--- config.mk ---
export PLATFORM = sky130hd
export DESIGN_NAME = mep_ctrl
export DESIGN_NICKNAME = d
export VERILOG_FILES = /design/src/sv/mep_pkg.sv /design/src/sv/mep_ctrl.sv
export SDC_FILE = /design/constraint.sdc
export NUM_CORES = 1
export LEC_CHECK = 0
export ABC_AREA = 1
export BUFFER_PORTS_ARGS = -buffer_cell sky130_fd_sc_hd__buf_2
export CELL_PAD_IN_SITES_DETAIL_PLACEMENT = 0
export CELL_PAD_IN_SITES_GLOBAL_PLACEMENT = 1
export CORE_AREA = 2 2 39 41
export DETAILED_ROUTE_END_ITERATION = 7
export DIE_AREA = 0 0 41 43
export PLACE_DENSITY_LB_ADDON = 0.1
export SYNTH_ARGS = -nofsm -noshare
export SYNTH_HDL_FRONTEND = slang
export SYNTH_SLANG_ARGS = --single-unit
export TNS_END_PERCENT = 5
--- constraint.sdc ---
create_clock -name clk -period 1.3 [get_ports clk]
set_input_delay 0.065 -clock clk [delete_from_list [all_inputs] [get_ports clk]]
set_output_delay 0.065 -clock clk [all_outputs]
set_load 0.1 [all_outputs]
--- src/sv/mep_pkg.sv ---
`timescale 1ns / 1ps

package mep_pkg;

	localparam int IMAGE_WIDTH  = 1024;
	localparam int IMAGE_HEIGHT = 1024;

	typedef logic signed [31:0] q_t;      // Q4.28
	typedef logic signed [33:0] opnd_t;   // multiplier operand, magnitude below 2^32
	typedef logic signed [36:0] prod_t;   // truncated Q28 product
	typedef logic [2:0]         cfg_index_t;

	typedef struct packed {
		logic [9:0] pixel_col;
		logic [9:0] pixel_row;
	} pixel_t;

	typedef struct packed {
		logic [9:0] iteration_count;
		logic       in_main_region;
	} result_t;

	localparam cfg_index_t REG_X_ORIGIN = 3'd0;
	localparam cfg_index_t REG_Y_ORIGIN = 3'd1;
	localparam cfg_index_t REG_X_STEP   = 3'd2;
	localparam cfg_index_t REG_Y_STEP   = 3'd3;
	localparam cfg_index_t REG_LIMIT    = 3'd4;

	localparam q_t         ORIGIN_RESET = -32'sd536870912;
	localparam q_t         STEP_RESET   = 32'sd1048576;
	localparam logic [9:0] LIMIT_RESET  = 10'd1023;

	localparam q_t                 Q_TWO      = 32'sd536870912;
	localparam q_t                 Q_NEG_TWO  = -32'sd536870912;
	localparam opnd_t              Q_ONE      = 34'sd268435456;
	localparam opnd_t              Q_QUARTER  = 34'sd67108864;
	localparam logic signed [37:0] Q_SIXTEENTH = 38'sd16777216;
	localparam logic signed [37:0] Q_FOUR     = 38'sd1073741824;

	typedef enum logic [3:0] {
		ST_IDLE,
		ST_MAP,
		ST_SAT,
		ST_SC_MUL,
		ST_SC_SUM,
		ST_SC_MUL2,
		ST_SC_DEC,
		ST_IT_MUL,
		ST_IT_UPD,
		ST_DONE
	} state_t;

	typedef struct packed {
		logic load;
		logic map_mul;
		logic map_sat;
		logic sc_mul;
		logic sc_sum;
		logic sc_mul2;
		logic take_short;
		logic it_init;
		logic it_mul;
		logic it_upd;
	} cmd_t;

	typedef struct packed {
		logic shortcut;
		logic at_limit;
		logic escape;
	} stat_t;

	// Saturate a wide signed value to Q4.28.
	function automatic q_t sat_q(input logic signed [43:0] v);
		q_t r;
		if (&v[43:31] || ~|v[43:31]) begin
			r = q_t'(v[31:0]);
		end else if (v[43]) begin
			r = {1'b1, 31'd0};
		end else begin
			r = {1'b0, {31{1'b1}}};
		end
		return r;
	endfunction

endpackage

--- src/sv/mep_ctrl.sv ---
`timescale 1ns / 1ps

module mep_ctrl (
	input  logic           clk,
	input  logic           arst_n,
	input  logic           start,
	input  mep_pkg::stat_t stat,
	output mep_pkg::cmd_t  cmd,
	output logic           busy,
	output logic           done
);
	import mep_pkg::*;

	state_t state_q;
	state_t state_d;

	always_ff @(posedge clk or negedge arst_n) begin
		if (!arst_n) begin
			state_q <= ST_IDLE;
		end else begin
			state_q <= state_d;
		end
	end

	always_comb begin
		state_d = state_q;
		unique case (state_q)
			ST_IDLE:    if (start) state_d = ST_MAP;
			ST_MAP:     state_d = ST_SAT;
			ST_SAT:     state_d = ST_SC_MUL;
			ST_SC_MUL:  state_d = ST_SC_SUM;
			ST_SC_SUM:  state_d = ST_SC_MUL2;
			ST_SC_MUL2: state_d = ST_SC_DEC;
			ST_SC_DEC:  state_d = stat.shortcut ? ST_DONE : ST_IT_MUL;
			ST_IT_MUL:  state_d = stat.at_limit ? ST_DONE : ST_IT_UPD;
			ST_IT_UPD:  state_d = stat.escape ? ST_DONE : ST_IT_MUL;
			ST_DONE:    state_d = ST_IDLE;
			default:    state_d = ST_IDLE;
		endcase
	end

	always_comb begin
		cmd  = '0;
		busy = 1'b1;
		done = 1'b0;
		unique case (state_q)
			ST_IDLE: begin
				busy     = 1'b0;
				cmd.load = start;
			end
			ST_MAP:     cmd.map_mul = 1'b1;
			ST_SAT:     cmd.map_sat = 1'b1;
			ST_SC_MUL:  cmd.sc_mul  = 1'b1;
			ST_SC_SUM:  cmd.sc_sum  = 1'b1;
			ST_SC_MUL2: cmd.sc_mul2 = 1'b1;
			ST_SC_DEC: begin
				cmd.take_short = stat.shortcut;
				cmd.it_init    = !stat.shortcut;
			end
			ST_IT_MUL:  cmd.it_mul = !stat.at_limit;
			ST_IT_UPD:  cmd.it_upd = !stat.escape;
			ST_DONE:    done = 1'b1;
			default:    busy = 1'b1;
		endcase
	end

endmodule

==> reports/qor.csv, run 1 <==
metric,value,unit
Longest Clk Path Bufs,2,
count of final hold-check violations,0,
CP Launch Type,flop,
number of synthesized register bits,4,
"EDFF count, synth",0,
Clock Latency Late Sink,0.24,ns
fmax,715,MHz
Post-DP Area,713,um2
Critical Path Max Stage Delay,0.45,ns
Worst EP arrival,1.33,ns
Tcrit/Tclk final,108,%
WL final,993,um
max reg flops,4,
Synth-to-Final Area Change,165,%
final instance area,810,um2
Area contributors post-synth,"dfrtp_1 33%, nor2_1 16%, inv_1 14%",
Worst slew margin,87.0,%
Inserted Diodes,0,
Initial Util,22.1,%
CP Max Fanout,5,
Placed Instances,88,
vias per std cell,4.31,
status,finished with violations,
Port Buffer Count,17,
total negative slack,-0.632,ns
top cells by instance count after synthesis,"13 x nor2_1, 11 x inv_1, 9 x nand2_1",
Worst-path clk slew,0.04,ns
detailed-route DRC error count,0,
worst slew pin tran,0.195,ns
CTS tree,built,
HP Class,in -> reg,
Critical Path RT,1.24,ns
die span in x,41,um
Critical Path Slowest Stage Cell,dfrtp_2,
drt first pass iters,4,
DRC marker count from the first detailed-route iteration,3,
gr usage total,14.7,%
pre-CTS setup slack,0.0205,ns
Buf/Inv on CP,2,
HPWL after DPL,827,um
Yosys top cell by area,dfrtp_1,
Die Y,43,um
IO Pins,18,
largest net degree at the start of global routing,6,
post-synth top area share,32.8,%
post-route minimum period,1.40,ns
critical path type,reg -> out,
"antenna viol nets, final",0,
vias post-DR,409,
"Seq/Total Area, Yosys",32.8,%
mapped cell area,305,um2
grt total ovfl,0,
"Top FF cell, synth",dfrtp_1,
Placer Congestion,0.780,
nets@finish,87,
Max H-tree Level,1,
"delay-heaviest family, CP",flip-flops,
maxcap violations,0,
num rows,14,
Layout Cells excl Fill,95,
Final WS setup,-0.0988,ns
RSZ-0062 raised after global routing,true,
max-slew violations,0,
CORE AREA,1380,um2
skew final,0.00372,ns
routed length per instance,10.5,um
clk sinks,4,
"count leader, synth",nor2_1,
failing checks,negative setup slack,
post-synth net total,57,
synthesized area per cell,5.99,um2
layout cells sized above 1,68.4,%
initial antenna violation count,0,
cts bufs inserted,3,
die area,1760,um2
Gate Count Post-Synth,51,
largest registers,state_q (4),
CP cell instances,nor2_4 > inv_2 > nor3_4 > buf_12,
clock root cell,clkbuf_4,
Setup Viol. Count Final,11,
Setup crit end kind,primary output,
vias in the first global route,417,
Post-synth ARST share,100,%
synth unique cells,11,
yosys warns,0,
first-pass GRT wire length,1.73,mm
Reg with most FFs,state_q,
## final timing paths
path                             from    endpoint  slack (ns)  cells past startpoint
max                        state_q[2]      cmd[7]        -0.1                      4
min                           stat[0]  state_q[3]        0.09                      3
max reg2reg                state_q[0]  state_q[3]        0.12                      7
min reg2reg                state_q[3]  state_q[1]        0.64                      3
max in group asynchronous      arst_n  state_q[1]        1.01                      2
min in group asynchronous      arst_n  state_q[0]        0.15                      2
## through the flow
step	util (%)	hold slack, ns
floorplan	-	-0.231
global placement	51.5	-0.127
detailed placement	51.5	-0.127
CTS	58.0	0.0838
global route	58.5	0.0914
finish	58.5	0.0886
## what timing repair did
action / CTS / global route
setup endpoints to repair: 12 / 12
buffers inserted: 3 / 0
resized for setup: 12 / 3
pin swaps: 7 / 4
hold buffers: 1 / 0
endpoints found under the hold margin: 4 / 0
## logic make-up (layout without fill, tap and decap cells)
group           after synthesis  in the layout  synth area share (%)
compound gates                3              3                  4.92
simple gates                 33             33                  48.8
flops                         4              4                  32.8
buf+inv                      11             39                  13.5
## cell type report
type                       instances  area, um2
clock buffer                       3       22.5
fill                             130        574
inverter                          11       41.3
multi-input combinational         36        289
sequential                         4        105
tap                               16       20.0
timing repair buffer              25        332
## cells in the final DEF, fill, tap and decap left out
master	synthesis	routed
buf_12	0	12
nor2_4	1	9
inv_1	11	7
nor2_1	13	6
nand2_1	9	6
buf_4	0	6
buf_2	0	5
inv_2	0	4
nor3_4	0	4
dfrtp_2	0	4
nand2_4	0	3
clkbuf_4	0	3
nand3_1	2	2
nor2_2	3	2
a21oi_1	2	2
nand2_2	1	1
o21ai_0	1	1
dlygate4sd3_1	0	1
buf_6	0	1
## metal layers
layer / global-route usage [%] / vias to the layer above / wire length (um)
met5: 0 / - / 0
met4: 10.0 / 0 / 19
met3: 3.14 / 2 / 47
met2: 22.8 / 15 / 546
met1: 17.0 / 184 / 380
li1: - / 208 / -
## tightest hold or removal path, stage by stage
cell and delay, ns:
buf_2 0.09, nand3_1 0.07, nand2_1 0.07
Power of run 1 is not shown: default switching activity piles up to over one toggle a cycle in this logic, so the estimate is an artifact.
==> run 2, diff against run 1 <==
--- a/config.mk
+++ b/config.mk
@@ -12,7 +12,7 @@
 export CORE_AREA = 2 2 39 41
 export DETAILED_ROUTE_END_ITERATION = 7
 export DIE_AREA = 0 0 41 43
-export PLACE_DENSITY_LB_ADDON = 0.1
+export PLACE_DENSITY_LB_ADDON = 0.25
 export SYNTH_ARGS = -nofsm -noshare
 export SYNTH_HDL_FRONTEND = slang
 export SYNTH_SLANG_ARGS = --single-unit
==> run 2 against run 1 <==
The run still ends with negative setup slack left. Critical path depth did not move. Final cell count rose by 2.1%. Non-clock buffer count rose by 2. First-iteration DRC count rose by 130%. Flip-flop and latch count did not move. Worst setup slack improved by 0.012 ns. Critical endpoint unchanged. Largest cell class unchanged.
==> reports/qor.csv, run 2 (synthesis results as in run 1) <==
metric,value,unit
Placed Instances,89,
max-slew violations,0,
cts bufs inserted,3,
nets@finish,89,
IO Pins,18,
clk sinks,4,
Synth-to-Final Area Change,172,%
HPWL after DPL,813,um
Worst-path clk slew,0.04,ns
"commonest non-fill, non-tap cells in the layout","12 x buf_12, 10 x nor2_4, 9 x buf_4",
FF-to-FF End,state_q[2],
CORE AREA,1380,um2
DRC marker count from the first detailed-route iteration,7,
total negative slack,-0.599,ns
Die Y,43,um
hold_sp,stat[0],
routed length per instance,11.1,um
CTS tree,built,
Port Buffer Count,17,
initial antenna violation count,0,
Worst R2R Start,state_q[0],
critical path type,reg -> out,
Initial Util,22.1,%
"most common cell after layout, fill and taps aside",buf_12,
gr usage total,16.3,%
maxcap violations,0,
largest net degree at the start of global routing,7,
post-route minimum period,1.39,ns
largest registers,state_q (4),
Placer Congestion,0.768,
RSZ-0062 raised after global routing,true,
worst slew pin tran,0.200,ns
layout cells sized above 1,76.5,%
clock root cell,clkbuf_4,
Worst Setup EP,cmd[7],
Setup crit end kind,primary output,
first-pass GRT wire length,1.81,mm
Max H-tree Level,1,
drt first pass iters,2,
CP Max Fanout,5,
WL final,1.08,mm
Worst slew margin,86.6,%
Layout Cells excl Fill,97,
R2R setup slack,0.12,ns
failing checks,negative setup slack,
fmax,721,MHz
die area,1760,um2
die span in x,41,um
detailed-route DRC error count,0,
Critical Path RT,1.24,ns
HP Class,in -> reg,
Final WS setup,-0.0865,ns
Worst EP arrival,1.32,ns
Clock Latency Late Sink,0.25,ns
pre-CTS setup slack,0.103,ns
Tcrit/Tclk final,107,%
vias post-DR,428,
"antenna viol nets, final",0,
status,finished with violations,
CP startpoint,state_q[1],
count of final hold-check violations,0,
Inserted Diodes,0,
num rows,14,
Longest Clk Path Bufs,2,
CP Launch Type,flop,
grt total ovfl,0,
Setup Viol. Count Final,9,
skew final,0.00775,ns
Reg with most FFs,state_q,
logic depth of the worst register-to-register path,7,
vias per std cell,4.41,
max reg flops,4,
vias in the first global route,445,
==> run 2: changes by cell type in the layout (fill, tap and decap cells not counted), moves of 2 or more <==
| cell | delta |
|---|---|
| inv_2 | +3 |
| buf_4 | +3 |
| inv_1 | -4 |
| nand2_2 | +2 |
==> run 2: worst min-delay path by stage <==
stage | slack [ns] | cells past startpoint | to
after floorplan | -0.23 | 0 | state_q[0]
after global placement | -0.13 | 1 | state_q[2]
after detailed placement | -0.12 | 1 | state_q[2]
after CTS | 0.09 | 3 | state_q[3]
after global routing | 0.11 | 3 | state_q[3]
final | 0.09 | 3 | state_q[3]
==> run 2: area by class of cell <==
cell class / count / area, um2
fillers: 107 / 553
repair buffers: 27 / 343
multi-input cells: 36 / 297
flip-flops and latches: 4 / 105
inverters: 11 / 43.8
clock buffers: 3 / 22.5
well taps: 16 / 20.0
==> run 2: per-stage QoR <==
stage          area [um2]  hold slack, ns  util, %
2_1_floorplan         398          -0.231        -
3_3_place_gp          721          -0.131     52.1
3_5_place_dp          721          -0.125     52.1
4_1_cts               808          0.0853     58.4
5_1_grt               831           0.115     60.0
6_report              831          0.0864     60.0
==> run 2: what timing repair did <==
item / in CTS / in global routing
endpoints found under the hold margin: 4 / 0
hold buffers: 1 / 0
resized for setup: 12 / 9
setup endpoints to repair: 12 / 11
setup buffers: 4 / 0
pin swaps: 4 / 2
==> run 2: metal layers <==
| layer | vias up | GRT usage, % | wire, um |
|---|---|---|---|
| met5 | - | 0 | 0 |
| met4 | 0 | 12.0 | 38 |
| met3 | 5 | 3.66 | 57 |
| met2 | 16 | 25.9 | 627 |
| met1 | 194 | 17.4 | 356 |
| li1 | 213 | - | - |
==> run 2: worst max-delay path, stage by stage, from the launching register on <==
cell and delay [ns]:
dfrtp_2 0.46, inv_2 0.08, buf_4 0.14, nor3_4 0.19, buf_12 0.20
Power of run 2 is left out for the same reason.
==> run 3, diff against run 2 <==
==> constraint.sdc (replaced) <==
create_clock -name clk -period 1.6 [get_ports clk]
set_input_delay 0.08 -clock clk [delete_from_list [all_inputs] [get_ports clk]]
set_output_delay 0.08 -clock clk [all_outputs]
set_load 0.1 [all_outputs]
==> run 3 against run 2 <==
The run now ends clean. Hold slack improved by 0.035 ns. Design area shrank 21%. Non-clock buffer count is 9 lower. Critical path depth is 1 higher. Sequential share of layout area is 2.9 points higher. Die area unchanged. Final cell count is 9.3% lower. Count of clock-buffer cells in the layout stayed put.
==> reports/qor.csv, run 3 (synthesis results as in run 1) <==
metric,value,unit
status,"finished, final reports clean",
post-route minimum period,1.50,ns
initial antenna violation count,0,
Layout Cells excl Fill,88,
clock root cell,clkbuf_4,
largest registers,state_q (4),
vias post-DR,372,
largest net degree at the start of global routing,8,
gr usage total,14.3,%
Filler cells,137,
Tcrit/Tclk final,93.8,%
RSZ-0062 raised after global routing,false,
HPWL after DPL,825,um
cts bufs inserted,3,
Worst EP arrival,1.42,ns
Placer Congestion,0.759,
vias per std cell,4.23,
"commonest non-fill, non-tap cells in the layout","11 x inv_1, 11 x buf_12, 9 x nor2_1",
Initial Util,22.1,%
Post-CTS Setup Inserts,0,
skew final,0.000229,ns
maxcap violations,0,
CP Max Fanout,5,
Max H-tree Level,1,
layout cells sized above 1,48.6,%
die span in x,41,um
grt total ovfl,0,
Port Buffer Count,17,
HP Class,in -> reg,
CTS tree,built,
vias in the first global route,412,
Setup Viol. Count Final,0,
Synth-to-Final Area Change,114,%
CP Launch Type,flop,
worst slew pin tran,0.484,ns
Longest Clk Path Bufs,2,
num rows,14,
Inserted Diodes,0,
Clock Latency Late Sink,0.23,ns
max-slew violations,0,
Setup crit end kind,primary output,
drt first pass iters,5,
detailed-route DRC error count,0,
die area,1760,um2
nets@finish,80,
clk sinks,4,
Placed Instances,84,
fmax,667,MHz
"antenna viol nets, final",0,
routed length per instance,10.2,um
Die Y,43,um
Worst-path clk slew,0.04,ns
DRC marker count from the first detailed-route iteration,9,
Critical Path RT,1.52,ns
critical path type,reg -> out,
Reg with most FFs,state_q,
first-pass GRT wire length,1.66,mm
count of final hold-check violations,0,
IO Pins,18,
WL final,901,um
max reg flops,4,
CORE AREA,1380,um2
Worst slew margin,68.0,%
[run 3: area by class of cell]
type | instances | area [um2] | share of cell area, %
Tap cell | 16 | 20.0 | 3.07
Inverter | 11 | 41.3 | 6.32
Multi-Input combinational cell | 36 | 208 | 31.8
Timing Repair Buffer | 18 | 260 | 39.8
Clock buffer | 3 | 22.5 | 3.45
Sequential cell | 4 | 101 | 15.5
[run 3: what timing repair did]
action | CTS | global route
setup endpoints to repair | 0 | 4
endpoints found under the hold margin | 4 | 0
hold buffers | 1 | 0
resized for setup | 0 | 2
[run 3: stage by stage]
step	TNS, ns	hold slack [ns]	setup slack [ns]	cell area [um2]	utilization [%]
2_1_floorplan	-1.53	-0.216	-0.373	347	-
3_3_place_gp	0	-0.114	0.325	617	44.6
3_5_place_dp	0	-0.113	0.327	617	44.6
4_1_cts	0	0.115	0.0727	649	46.9
5_1_grt	0	0.132	0.00684	653	47.2
6_report	0	0.121	0.0999	653	47.2
[run 3: path summary, 6_finish.rpt]
kind,cells after the start,end,slack (ns),startpoint
worst max-delay path,5,cmd[3],0.1,state_q[1]
worst min-delay path,3,state_q[0],0.12,stat[1]
worst max register to register,6,state_q[3],0.44,state_q[1]
worst min register to register,3,state_q[3],0.68,state_q[2]
max in group asynchronous,2,state_q[0],1.30,arst_n
min in group asynchronous,2,state_q[0],0.17,arst_n
[run 3: critical path: stages (launching register included)]
cell     delay [ns]
dfrtp_1        0.45
inv_1          0.10
nor2_1         0.15
nand2_2        0.11
nor2_2         0.18
buf_12         0.20
[run 3: metal layers]
| metal | GRT usage [%] | up-vias | share of wire, % |
|---|---|---|---|
| met5 | 0 | - | 0 |
| met4 | 11.3 | 0 | 1.9 |
| met3 | 2.09 | 2 | 2.4 |
| met2 | 22.8 | 8 | 60 |
| met1 | 15.5 | 167 | 36 |
| li1 | - | 195 | - |
Power of run 3 is left out for the same reason.
